==> config.mk <==
export PLATFORM = sky130hd
export DESIGN_NAME = k_nearest_per_plane_insert_flat
export DESIGN_NICKNAME = d
export VERILOG_FILES = /design/src/rtl/core/knn_pkg.sv /design/src/rtl/core/knn_if.sv /design/src/rtl/core/k_nearest_per_plane_insert.sv /design/src/rtl/core/knn_dist.sv /design/src/rtl/core/knn_cell.sv /design/src/rtl/core/knn_emit.sv /design/src/flat_wrapper.sv
export SDC_FILE = /design/constraint.sdc
export NUM_CORES = 2
export LEC_CHECK = 0
export ABC_AREA = 0
export BUFFER_PORTS_ARGS = -buffer_cell sky130_fd_sc_hd__buf_2
export CAP_MARGIN = 10
export CELL_PAD_IN_SITES_DETAIL_PLACEMENT = 1
export CELL_PAD_IN_SITES_GLOBAL_PLACEMENT = 1
export CORE_ASPECT_RATIO = 1.25
export CORE_UTILIZATION = 25
export DETAILED_ROUTE_END_ITERATION = 8
export GPL_TIMING_DRIVEN = 0
export PLACE_DENSITY = 0.47
export SYNTH_ARGS = -nofsm -noshare
export SYNTH_HDL_FRONTEND = slang
export SYNTH_SLANG_ARGS = --single-unit
==> constraint.sdc <==
create_clock -name clk -period 43.9 [get_ports clk]
set_input_delay 4.39 -clock clk [delete_from_list [all_inputs] [get_ports clk]]
set_output_delay 4.39 -clock clk [all_outputs]
set_load 0.01 [all_outputs]
==> src/rtl/core/knn_pkg.sv <==
// ----------------------------------------------------------------------------
// knn_pkg
// Shared types and constants for the per-plane k-nearest insertion block.
// ----------------------------------------------------------------------------
package knn_pkg;

  localparam int DIST_W  = 34;
  localparam int IDX_W   = 16;
  localparam int COORD_W = 16;
  localparam int SQ_W    = 32;
  localparam int PLANES  = 3;

  // fill distance after reset
  localparam logic [DIST_W-1:0] IW_RESET = 34'd16777216;

  // color plane codes
  typedef enum logic [1:0] {
    PLANE_RED   = 2'd0,
    PLANE_GREEN = 2'd1,
    PLANE_BLUE  = 2'd2,
    PLANE_NONE  = 2'd3
  } plane_t;

  // one list entry
  typedef struct packed {
    logic [DIST_W-1:0] distance;
    logic [IDX_W-1:0]  index;
  } entry_t;

  // candidate after the squaring stage
  typedef struct packed {
    logic             start_group;
    logic             end_group;
    plane_t           plane;
    logic [SQ_W-1:0]  sq_x;
    logic [SQ_W-1:0]  sq_y;
    logic [IDX_W-1:0] index;
  } cand_t;

endpackage

==> src/rtl/core/knn_if.sv <==
// ----------------------------------------------------------------------------
// knn channel interfaces
// Candidate input channel and list entry output channel, valid/ready.
// ----------------------------------------------------------------------------
interface knn_in_if;
  logic        valid;
  logic        ready;
  logic        start_group;
  logic        end_group;
  logic signed [15:0] cur_x;
  logic signed [15:0] cur_y;
  logic signed [15:0] cand_x;
  logic signed [15:0] cand_y;
  logic [15:0] cand_index;
  logic [1:0]  cand_plane;

  modport source (
    output valid, start_group, end_group, cur_x, cur_y, cand_x, cand_y,
           cand_index, cand_plane,
    input  ready
  );
  modport sink (
    input  valid, start_group, end_group, cur_x, cur_y, cand_x, cand_y,
           cand_index, cand_plane,
    output ready
  );
endinterface

interface knn_out_if;
  logic        valid;
  logic        ready;
  logic [1:0]  plane;
  logic [1:0]  rank;
  logic [33:0] sq_distance;
  logic [15:0] neighbor_index;
  logic        last_of_run;

  modport source (
    output valid, plane, rank, sq_distance, neighbor_index, last_of_run,
    input  ready
  );
  modport sink (
    input  valid, plane, rank, sq_distance, neighbor_index, last_of_run,
    output ready
  );
endinterface

==> src/rtl/core/k_nearest_per_plane_insert.sv <==
// ----------------------------------------------------------------------------
// k_nearest_per_plane_insert
// Keeps three sorted lists of the NEIGHBORS nearest candidates, one per
// color plane, and emits all of them at the end of a group.
// ----------------------------------------------------------------------------
// Usage:
//   cand carries one candidate a beat; start_group refills every list with
//   initial_weight before the candidate is applied, end_group emits all
//   3*NEIGHBORS entries after it. result gives the entries plane by plane,
//   nearest first, with last_of_run on the final one.
//   cfg_we/cfg_wdata write initial_weight; it applies from the next start.
// Timing:
//   one candidate per cycle while no end beat waits. A beat is squared and
//   registered in the input stage, then inserted by the cell row; the first
//   entry of a run is valid in the cycle after the end beat is taken, then
//   one entry a cycle while result is ready. The run leaves through a
//   snapshot shift line, so candidates keep flowing while it drains; only
//   the next end beat waits for that line to empty.
// Reset:
//   rst clears the pipeline and output run, lists read initial_weight reset
//   value with index 0. A stalled result holds the shift line in place.
// ----------------------------------------------------------------------------
module k_nearest_per_plane_insert #(
  parameter int NEIGHBORS = 4
) (
  input  logic                       clk,
  input  logic                       rst,
  input  logic                       cfg_we,
  input  logic [knn_pkg::DIST_W-1:0] cfg_wdata,
  knn_in_if.sink                     cand,
  knn_out_if.source                  result
);

  localparam int ENTRIES = knn_pkg::PLANES * NEIGHBORS;

  logic [knn_pkg::DIST_W-1:0] initial_weight;
  logic                       stage_valid;
  knn_pkg::cand_t             stage;
  logic                       advance;
  logic                       fire;
  logic                       snap_free;
  logic [knn_pkg::DIST_W:0]   dist_sum;
  logic [knn_pkg::DIST_W-1:0] cand_dist;
  knn_pkg::entry_t            eff [ENTRIES];
  knn_pkg::entry_t            nxt [ENTRIES];
  logic                       hit [ENTRIES];

  // fill distance register
  always_ff @(posedge clk) begin
    if (rst) begin
      initial_weight <= knn_pkg::IW_RESET;
    end else if (cfg_we) begin
      initial_weight <= cfg_wdata;
    end
  end

  knn_dist u_dist (
    .clk         (clk),
    .rst         (rst),
    .cand        (cand),
    .advance     (advance),
    .stage_valid (stage_valid),
    .stage       (stage)
  );

  // an end beat waits until the snapshot line is free
  assign advance = !stage.end_group || snap_free;
  assign fire    = stage_valid && advance;

  // squared distance, clamped to the field range
  assign dist_sum  = (knn_pkg::DIST_W+1)'(stage.sq_x) + (knn_pkg::DIST_W+1)'(stage.sq_y);
  assign cand_dist = dist_sum[knn_pkg::DIST_W] ? '1 : dist_sum[knn_pkg::DIST_W-1:0];

  // row of cells, one chain per plane
  for (genvar p = 0; p < knn_pkg::PLANES; p++) begin : g_plane
    for (genvar k = 0; k < NEIGHBORS; k++) begin : g_cell
      localparam int E = p * NEIGHBORS + k;
      logic            hin;
      knn_pkg::entry_t pin;

      if (k == 0) begin : g_head
        assign hin = 1'b0;
        assign pin = eff[E];
      end else begin : g_link
        assign hin = hit[E-1];
        assign pin = eff[E-1];
      end

      knn_cell u_cell (
        .clk         (clk),
        .rst         (rst),
        .fire        (fire),
        .sel         (stage.plane == knn_pkg::plane_t'(p)),
        .start       (stage.start_group),
        .init_weight (initial_weight),
        .cand_dist   (cand_dist),
        .index       (stage.index),
        .hit_in      (hin),
        .prev        (pin),
        .cur         (eff[E]),
        .hit_out     (hit[E]),
        .next        (nxt[E])
      );
    end
  end

  knn_emit #(
    .NEIGHBORS (NEIGHBORS)
  ) u_emit (
    .clk       (clk),
    .rst       (rst),
    .load      (fire && stage.end_group),
    .fill      (nxt),
    .snap_free (snap_free),
    .result    (result)
  );

endmodule

==> src/rtl/core/knn_dist.sv <==
// ----------------------------------------------------------------------------
// knn_dist
// Input stage: absolute coordinate differences, squared and registered.
// ----------------------------------------------------------------------------
module knn_dist (
  input  logic           clk,
  input  logic           rst,
  knn_in_if.sink         cand,
  input  logic           advance,
  output logic           stage_valid,
  output knn_pkg::cand_t stage
);

  logic signed [16:0] dx_s;
  logic signed [16:0] dy_s;
  logic [16:0]        dx_n;
  logic [16:0]        dy_n;
  logic [15:0]        dx_mag;
  logic [15:0]        dy_mag;
  logic [knn_pkg::SQ_W-1:0] sq_x;
  logic [knn_pkg::SQ_W-1:0] sq_y;

  // differences at 17 bits, magnitude fits 16
  assign dx_s   = {cand.cur_x[15], cand.cur_x} - {cand.cand_x[15], cand.cand_x};
  assign dy_s   = {cand.cur_y[15], cand.cur_y} - {cand.cand_y[15], cand.cand_y};
  assign dx_n   = dx_s[16] ? 17'(-dx_s) : 17'(dx_s);
  assign dy_n   = dy_s[16] ? 17'(-dy_s) : 17'(dy_s);
  assign dx_mag = dx_n[15:0];
  assign dy_mag = dy_n[15:0];

  // one 16x16 square per axis
  assign sq_x = dx_mag * dx_mag;
  assign sq_y = dy_mag * dy_mag;

  // stage holds while the cell row cannot take it
  assign cand.ready = !stage_valid || advance;

  always_ff @(posedge clk) begin
    if (rst) begin
      stage_valid <= 1'b0;
    end else if (cand.ready) begin
      stage_valid <= cand.valid;
    end
  end

  always_ff @(posedge clk) begin
    if (cand.valid && cand.ready) begin
      stage.start_group <= cand.start_group;
      stage.end_group   <= cand.end_group;
      stage.plane       <= knn_pkg::plane_t'(cand.cand_plane);
      stage.sq_x        <= sq_x;
      stage.sq_y        <= sq_y;
      stage.index       <= cand.cand_index;
    end
  end

endmodule

==> src/rtl/core/knn_cell.sv <==
// ----------------------------------------------------------------------------
// knn_cell
// One list entry: compares the candidate distance and keeps, takes the
// candidate, or takes the entry of the nearer neighbor cell.
// ----------------------------------------------------------------------------
module knn_cell (
  input  logic                        clk,
  input  logic                        rst,
  input  logic                        fire,
  input  logic                        sel,
  input  logic                        start,
  input  logic [knn_pkg::DIST_W-1:0]  init_weight,
  input  logic [knn_pkg::DIST_W-1:0]  cand_dist,
  input  logic [knn_pkg::IDX_W-1:0]   index,
  input  logic                        hit_in,
  input  knn_pkg::entry_t             prev,
  output knn_pkg::entry_t             cur,
  output logic                        hit_out,
  output knn_pkg::entry_t             next
);

  knn_pkg::entry_t held;
  logic            less;

  // refill on start happens before the compare
  always_comb begin
    if (start) begin
      cur.distance = init_weight;
      cur.index    = '0;
    end else begin
      cur = held;
    end
  end

  assign less    = cand_dist < cur.distance;
  assign hit_out = hit_in || less;

  // insert at the first entry that is strictly farther, shift the rest down
  always_comb begin
    next = cur;
    if (sel) begin
      if (hit_in) begin
        next = prev;
      end else if (less) begin
        next.distance = cand_dist;
        next.index    = index;
      end
    end
  end

  always_ff @(posedge clk) begin
    if (rst) begin
      held.distance <= knn_pkg::IW_RESET;
      held.index    <= '0;
    end else if (fire) begin
      held <= next;
    end
  end

endmodule

==> src/rtl/core/knn_emit.sv <==
// ----------------------------------------------------------------------------
// knn_emit
// Snapshot of all lists taken on an end beat, shifted out one entry a beat.
// ----------------------------------------------------------------------------
module knn_emit #(
  parameter int NEIGHBORS = 4
) (
  input  logic            clk,
  input  logic            rst,
  input  logic            load,
  input  knn_pkg::entry_t fill [knn_pkg::PLANES*NEIGHBORS],
  output logic            snap_free,
  knn_out_if.source       result
);

  localparam int ENTRIES = knn_pkg::PLANES * NEIGHBORS;
  localparam int CW      = $clog2(ENTRIES + 1);
  localparam int RW      = $clog2(NEIGHBORS + 1);

  knn_pkg::entry_t snap [ENTRIES];
  logic [CW-1:0]   count;
  logic [RW-1:0]   rank_cnt;
  logic [1:0]      plane_cnt;
  logic [RW+1:0]   rank_ext;
  logic            pop;

  assign pop       = result.valid && result.ready;
  assign snap_free = (count == '0) || (count == CW'(1) && result.ready);

  // run position counters
  always_ff @(posedge clk) begin
    if (rst) begin
      count     <= '0;
      rank_cnt  <= '0;
      plane_cnt <= '0;
    end else if (load) begin
      count     <= CW'(ENTRIES);
      rank_cnt  <= '0;
      plane_cnt <= '0;
    end else if (pop) begin
      count <= count - CW'(1);
      if (rank_cnt == RW'(NEIGHBORS - 1)) begin
        rank_cnt  <= '0;
        plane_cnt <= plane_cnt + 2'd1;
      end else begin
        rank_cnt <= rank_cnt + RW'(1);
      end
    end
  end

  // shift line, head is the output register
  for (genvar i = 0; i < ENTRIES; i++) begin : g_snap
    if (i < ENTRIES - 1) begin : g_mid
      always_ff @(posedge clk) begin
        if (load) begin
          snap[i] <= fill[i];
        end else if (pop) begin
          snap[i] <= snap[i+1];
        end
      end
    end else begin : g_tail
      always_ff @(posedge clk) begin
        if (load) begin
          snap[i] <= fill[i];
        end
      end
    end
  end

  assign rank_ext              = {2'b00, rank_cnt};
  assign result.valid          = count != '0;
  assign result.plane          = plane_cnt;
  assign result.rank           = rank_ext[1:0];
  assign result.sq_distance    = snap[0].distance;
  assign result.neighbor_index = snap[0].index;
  assign result.last_of_run    = count == CW'(1);

endmodule
==> src/flat_wrapper.sv <==
// flat-port wrapper written by rule: the top's interface ports become plain ports
module k_nearest_per_plane_insert_flat 
#(
  parameter int NEIGHBORS = 4
)
  (clk, rst, cfg_we, cfg_wdata, cand_valid, cand_start_group, cand_end_group, cand_cur_x, cand_cur_y, cand_cand_x, cand_cand_y, cand_cand_index, cand_cand_plane, cand_ready, result_valid, result_plane, result_rank, result_sq_distance, result_neighbor_index, result_last_of_run, result_ready);
  knn_in_if cand_i ();
  knn_out_if result_i ();
  input  logic clk;
  input  logic rst;
  input  logic cfg_we;
  input  logic [knn_pkg::DIST_W-1:0] cfg_wdata;
  input wire logic [$bits(cand_i.valid)-1:0] cand_valid;
  input wire logic [$bits(cand_i.start_group)-1:0] cand_start_group;
  input wire logic [$bits(cand_i.end_group)-1:0] cand_end_group;
  input wire logic [$bits(cand_i.cur_x)-1:0] cand_cur_x;
  input wire logic [$bits(cand_i.cur_y)-1:0] cand_cur_y;
  input wire logic [$bits(cand_i.cand_x)-1:0] cand_cand_x;
  input wire logic [$bits(cand_i.cand_y)-1:0] cand_cand_y;
  input wire logic [$bits(cand_i.cand_index)-1:0] cand_cand_index;
  input wire logic [$bits(cand_i.cand_plane)-1:0] cand_cand_plane;
  output wire logic [$bits(cand_i.ready)-1:0] cand_ready;
  output wire logic [$bits(result_i.valid)-1:0] result_valid;
  output wire logic [$bits(result_i.plane)-1:0] result_plane;
  output wire logic [$bits(result_i.rank)-1:0] result_rank;
  output wire logic [$bits(result_i.sq_distance)-1:0] result_sq_distance;
  output wire logic [$bits(result_i.neighbor_index)-1:0] result_neighbor_index;
  output wire logic [$bits(result_i.last_of_run)-1:0] result_last_of_run;
  input wire logic [$bits(result_i.ready)-1:0] result_ready;
  assign cand_i.valid = cand_valid;
  assign cand_i.start_group = cand_start_group;
  assign cand_i.end_group = cand_end_group;
  assign cand_i.cur_x = cand_cur_x;
  assign cand_i.cur_y = cand_cur_y;
  assign cand_i.cand_x = cand_cand_x;
  assign cand_i.cand_y = cand_cand_y;
  assign cand_i.cand_index = cand_cand_index;
  assign cand_i.cand_plane = cand_cand_plane;
  assign cand_ready = cand_i.ready;
  assign result_valid = result_i.valid;
  assign result_plane = result_i.plane;
  assign result_rank = result_i.rank;
  assign result_sq_distance = result_i.sq_distance;
  assign result_neighbor_index = result_i.neighbor_index;
  assign result_last_of_run = result_i.last_of_run;
  assign result_i.ready = result_ready;
  k_nearest_per_plane_insert #(.NEIGHBORS(NEIGHBORS)) u_core (.clk(clk), .rst(rst), .cfg_we(cfg_we), .cfg_wdata(cfg_wdata), .cand(cand_i), .result(result_i));
endmodule
# Word level (Yosys, flattened, before mapping)
# Memory sizes are Yosys's and may differ from the RTL's.
# Cells that the tools add are included.
[totals] ff_bits=728 mem_bits_rw=600 inputBits=123 word_cells=163 mem_count=1
[op_classes] addsub=8 n_mul=2 n_lt_le_gt_ge=12 n_eq_ne=4 muxes=67 n_bitwise=11 reduce_logical=22
[mem_list] name="u_core.u_emit.snap" depth=12 width=50 read_ports=12 rd_clocked_by_memory_dff=0 wr=12 line_no="knn_emit.sv:20" rtl="knn_pkg::entry_t snap [ENTRIES];"
[op_table] cell="two-way mux 50 bit" n=56
[op_table] cell="less-than comparator 34 bit" n=12
[op_table] cell="multiplier 16 x 16 -> 32 bit" n=2
[op_table] cell="two-way mux 34 bit" n=1
[op_table] cell="subtractor 16 x 16 -> 17 bit" n=2
[op_table] cell="adder 32 x 32 -> 33 bit" n=1
[op_table] cell="two-way mux 16 bit" n=2
[op_table] cell="negator 16 bit" n=2
[op_table] cell="bitwise OR 1 bit" n=11
[op_table] cell="logical OR 1 bit" n=9
[op_table] cell="two-way mux 4 bit" n=2
[op_table] cell="logical AND 1 bit" n=5
[op_table] cell="two-way mux 1 bit" n=5
[op_table] cell="equality test 4 x 1 -> 1 bit, second input constant" n=1
[op_table] cell="zero test 4 bit" n=1
[op_table] cell="nonzero test 4 bit" n=1
[op_table] cell="subtractor 4 x 1 -> 4 bit, second input constant" n=1
[op_table] cell="adder 3 x 1 -> 3 bit, second input constant" n=1
[op_table] cell="equality test 3 x 2 -> 1 bit, second input constant" n=1
[op_table] cell="two-way mux 3 bit" n=1
[op_table] cell="adder 2 x 1 -> 2 bit, second input constant" n=1
[op_table] cell="equality test 2 x 1 -> 1 bit, second input constant" n=1
[op_table] cell="equality test 2 bit, second input constant" n=1
[op_table] cell="zero test 1 bit" n=2
[op_table] cell="other kinds (4)" n=4

# Longest topological paths before layout
[depth] depth_word=9 ltp_mapped=42 depth_no_buf=39

# Hierarchy
# Synthesis repeated with hierarchy kept, for this count alone.
[unflattened] cells_unflattened=11575 hier_area_um2=108545.4
[by_module_without_submodules] mod="knn_cell at u_core.g_plane[0].g_cell[0].u_cell ..." instances=7 cells_per_inst=661 area_each_um2=4837.1 seq_area_each_um2=1001.0
[by_module_without_submodules] mod="knn_emit" instances=1 cells_per_inst=1320 area_each_um2=28074.4 seq_area_each_um2=18197.5
[by_module_without_submodules] mod="knn_dist" instances=1 cells_per_inst=2101 area_each_um2=19337.3 seq_area_each_um2=2482.4
[by_module_without_submodules] mod="knn_cell at u_core.g_plane[2].g_cell[1].u_cell ..." instances=3 cells_per_inst=628 area_each_um2=4789.6 seq_area_each_um2=1001.0
[by_module_without_submodules] mod="knn_cell at u_core.g_plane[0].g_cell[2].u_cell ..." instances=2 cells_per_inst=628 area_each_um2=4883.4 seq_area_each_um2=1001.0
[by_module_without_submodules] mod="k_nearest_per_plane_insert" instances=1 cells_per_inst=387 area_each_um2=3138.0 seq_area_each_um2=680.7

# Worst setup path before layout
# OpenSTA, ideal clock, no wires.
[synth_timing] kind="input-to-reg" startpoint="input result_ready" endpoint="memory u_core.u_emit.snap[0][0] in the netlist's numbering (enable)" setup_time_ps=3931 t_arrival_ps=14166 slack_ps=25803 cell_stages=7 n_path_buf=2 path_cell_list="a21boi_0 nand2_1 and2_1 clkbuf_1 clkbuf_1 nand2_1 nand2_1"
[synth_lines] item="start, declared" line_no="flat_wrapper.sv:29" rtl="input wire logic [$bits(result_i.ready)-1:0] result_ready;"
[synth_lines] item="end, declared" line_no="knn_emit.sv:20"

# Worst setup path after layout
[layout_timing] startpoint="input cand_cand_y[0]" endpoint="register u_core.u_dist.stage[46] (netlist name)"
[layout_via] elab_chain_cells=4
[layout_lines] item="start, declared" line_no="flat_wrapper.sv:19" rtl="input wire logic [$bits(cand_i.cand_y)-1:0] cand_cand_y;"
[layout_lines] item="subtractor 16 x 16 -> 17 bit (*)" line_no="knn_dist.sv:25" rtl="assign dy_s = {cand.cur_y[15], cand.cur_y} - {cand.cand_y[15], cand.cand_y};"
[layout_lines] item="negator 16 bit" line_no="knn_dist.sv:27" rtl="assign dy_n = dy_s[16] ? 17'(-dy_s) : 17'(dy_s);"
[layout_lines] item="two-way mux 16 bit (*)" line_no="knn_dist.sv:27"
[layout_lines] item="multiplier 16 x 16 -> 32 bit (*)" line_no="knn_dist.sv:33" rtl="assign sq_y = dy_mag * dy_mag;"
[layout_lines] item="via u_core.u_dist.sq_y, one bit" line_no="knn_dist.sv:21" rtl="logic [knn_pkg::SQ_W-1:0] sq_y;"
# The timed path passes the listed nets; every way through them passes the cells marked *.
# A chain may end at the register's enable or synchronous reset.

==> impl_metrics.tcl <==
set metrics [dict create \
    synth_area_um2 87500 \
    routed_wl_um 516000 \
    dieWidth_um 531 \
    yosysTopAreaCellShare_pct 23.4 \
    grt_pass1_wl_um 696000 \
    grt_max_degree 61 \
    post-cts-setup-buffers 0 \
    initial_utilization_pct 25.2 \
    cts_max_level 4 \
    core_um2 348000 \
    syn_nets 10900 \
    synth.distinct_cells 93 \
    finalClockSkew_ns 0.0670 \
    outcome "complete, no violations" \
    hold_viol 0 \
    remaining_drc_errors 0 \
    drv_slew 0 \
    via_per_inst 5.49 \
    cts-root-buf "clkbuf_16" \
    worst_pin_slew_ns 1.48 \
    synthAdderAreaFrac_pct 16.7 \
    grt_antenna_before_repair 30 \
    timing.fmax_mhz 69.4 \
    clkTransAtPathRegs_ns 0.06 \
    portBuffers 177 \
    grt_pass1_vias 86200 \
    slowest_delay_ns 0.97 \
    fin_nets 11400 \
    final_antenna_net_count 0 \
    synth_compound_area_share_pct 23.1 \
    synthMuxAreaShare_pct 2.03 \
    synth_top_family_by_area "compound AO/OA/AOI/OAI gates" \
    synth_cells 9806 \
    fin_area_um2 102000 \
    yosys_warnings 0 \
    dr_total_vias 82600 \
    ios 180 \
    ys.flop_type "edfxtp_1" \
    fin_crit_sh_pct 32.8 \
    critPathSlowestCell "xor2_1" \
    setup.worst_path.class "primary input to flip-flop" \
    place_congestion 0.963 \
    post-route-util_pct 29.4 \
    ys_seq_elements 1326 \
    hold_buffers 0 \
    synth.avg_cell_area_um2 8.93 \
    cts_sinks 1326 \
    clock_latency_ns 0.90 \
    wire_per_inst_um 34.3 \
    syn2layout_area_growth_pct 16.7 \
    dpl-instance-area_um2 96500 \
    track_usage_pct 28.5 \
    cts_made_buffers 167 \
    dr.first_iter.drc_count 7131 \
    chipHeight_um 664 \
    drive_gt1_share_pct 8.70 \
    synth-seq-area-share_pct 38.1 \
    hp-class "flip-flop to flip-flop" \
    setup.worst_path.end_class "flip-flop" \
    rsz0062_at_grt "no" \
    async_reset_ff_share_pct 0 \
    period_needed_ns 14.41 \
    fin_tns_setup_ns 0 \
    cp_common_cell "fa_1" \
    synth-xor-area-share_pct 1.43 \
    grt_overflow 0 \
    synth_edf_count 682 \
    slew_headroom_pct 1.57 \
    worstPathMaxFanout 10 \
    die_area_um2 352000 \
    whs_ns 0.433 \
    cts_tree "done" \
    post-dp-hpwl_um 418000 \
    setup_viol 0 \
    row_count 242 \
    cap_viol_max_count 0 \
    first_pass_iters 7 \
    ys_top_cells_by_area "edfxtp_1 (23%), dfxtp_1 (15%), ha_1 (9.2%)" \
    crit_required_ns 44.49 \
    synth_area_leader_cell "edfxtp_1" \
    ctsResizeCount 0 \
    crit_arrival_ns 15.00 \
    cp-start-kind "primary input" \
    yosys.area_share.simple_pct 12.3 \
    cts_buffer_depth 4 \
]
==> cell usage after synthesis (all sizes together) (49+ instances only) <==
master  count
a211oi    116
a21o      247
a21oi    1326
a22o      153
a22oi     184
a31oi      50
and2       60
and3       50
buf       155
clkbuf    571
dfxtp     644
edfxtp    682
fa        326
ha        646
inv       684
mux2       67
mux2i     102
nand2    1070
nand3      81
nand4      68
nor2      963
nor2b      54
nor3       82
o21a       49
o21ai     505
o22ai     201
xnor2      90
==> sequential cells by signal, indices dropped and copies added (netlist names) <==
| name | cells |
|---|---|
| u_core.initial_weight | 34 |
| u_core.u_dist.stage_valid | 1 |
| u_core.u_emit.snap | 600 |
| u_core.u_emit.result.plane | 2 |
| u_core.u_emit.rank_cnt | 3 |
| u_core.u_emit.count | 4 |
| u_core.g_plane.g_cell.u_cell.held | 600 |
| u_core.u_dist.stage | 82 |
==> metal layers <==
metal  GRT usage (%)  up-vias  part of all wire (%)
met5               0        -                 0.011
met4            23.3        8                   9.8
met3            3.56     1190                   4.9
met2            48.0     3016                    47
met1            32.2    42500                    38
li1                -    35900                     -
==> final cells by class <==
cell class | instances | area (µm²)
diodes | 14 | 35.0
repair buffers | 295 | 2970
well taps | 4636 | 5800
flip-flops and latches | 1326 | 33400
clock buffers | 225 | 4710
fillers | 40200 | 246000
multi-input cells | 7065 | 48800
inverters | 689 | 2590
clock inverters | 72 | 798
plain buffers | 726 | 3050
==> cell families after synthesis <==
group | count (synthesis)
mux | 169
flops | 1326
compound gates | 3241
simple gates | 2545
xor+xnor | 138
buf+inv | 1415
fa+ha+maj | 972
==> path summary, 6_finish.rpt <==
kind / start / to / slack, ns / cells past startpoint
setup / recovery: cand_cand_y[0] / u_core.u_dist.stage[46] / 29.49 / 36
hold / removal: u_core.u_emit.rank_cnt[2] / u_core.u_emit.rank_cnt[2] / 0.43 / 2
setup reg to reg: u_core.u_dist.stage[19] / u_core.u_emit.snap[1][147] / 32.70 / 27
hold reg to reg: u_core.u_emit.rank_cnt[2] / u_core.u_emit.rank_cnt[2] / 0.43 / 2
==> cell usage in the layout, fill, tap and decap left out, types with 136 or more instances in the layout <==
| cell | instances |
|---|---|
| a21oi_1 | 1322 |
| nand2_1 | 1069 |
| nor2_1 | 957 |
| edfxtp_1 | 682 |
| ha_1 | 646 |
| dfxtp_1 | 644 |
| inv_1 | 642 |
| clkbuf_1 | 556 |
| o21ai_0 | 369 |
| fa_1 | 326 |
| a21o_1 | 247 |
| buf_2 | 235 |
| o22ai_1 | 201 |
| a22oi_1 | 184 |
| clkbuf_16 | 172 |
| a22o_1 | 153 |
| o21ai_1 | 136 |
==> critical path: cells and delay by family <==
kind / cells / cell delay, ns
buffers and inverters: 6 / 0.92
XOR/XNOR: 2 / 1.50
AO/OA/AOI/OAI: 13 / 2.88
AND/OR/NAND/NOR: 6 / 1.32
adder cells (fa/ha/maj): 9 / 3.97
==> metrics by stage <==
stage / setup slack, ns / cells
floorplan: 25.80 / 9806
global placement: 14.75 / 14600
detailed placement: 28.39 / 14700
CTS: 29.31 / 15000
global route: 28.83 / 15000
finish: 29.49 / 15000
Power is left out: the tool's default activity adds up to more than one toggle a clock period on the data nets, which glitch-free logic cannot reach.
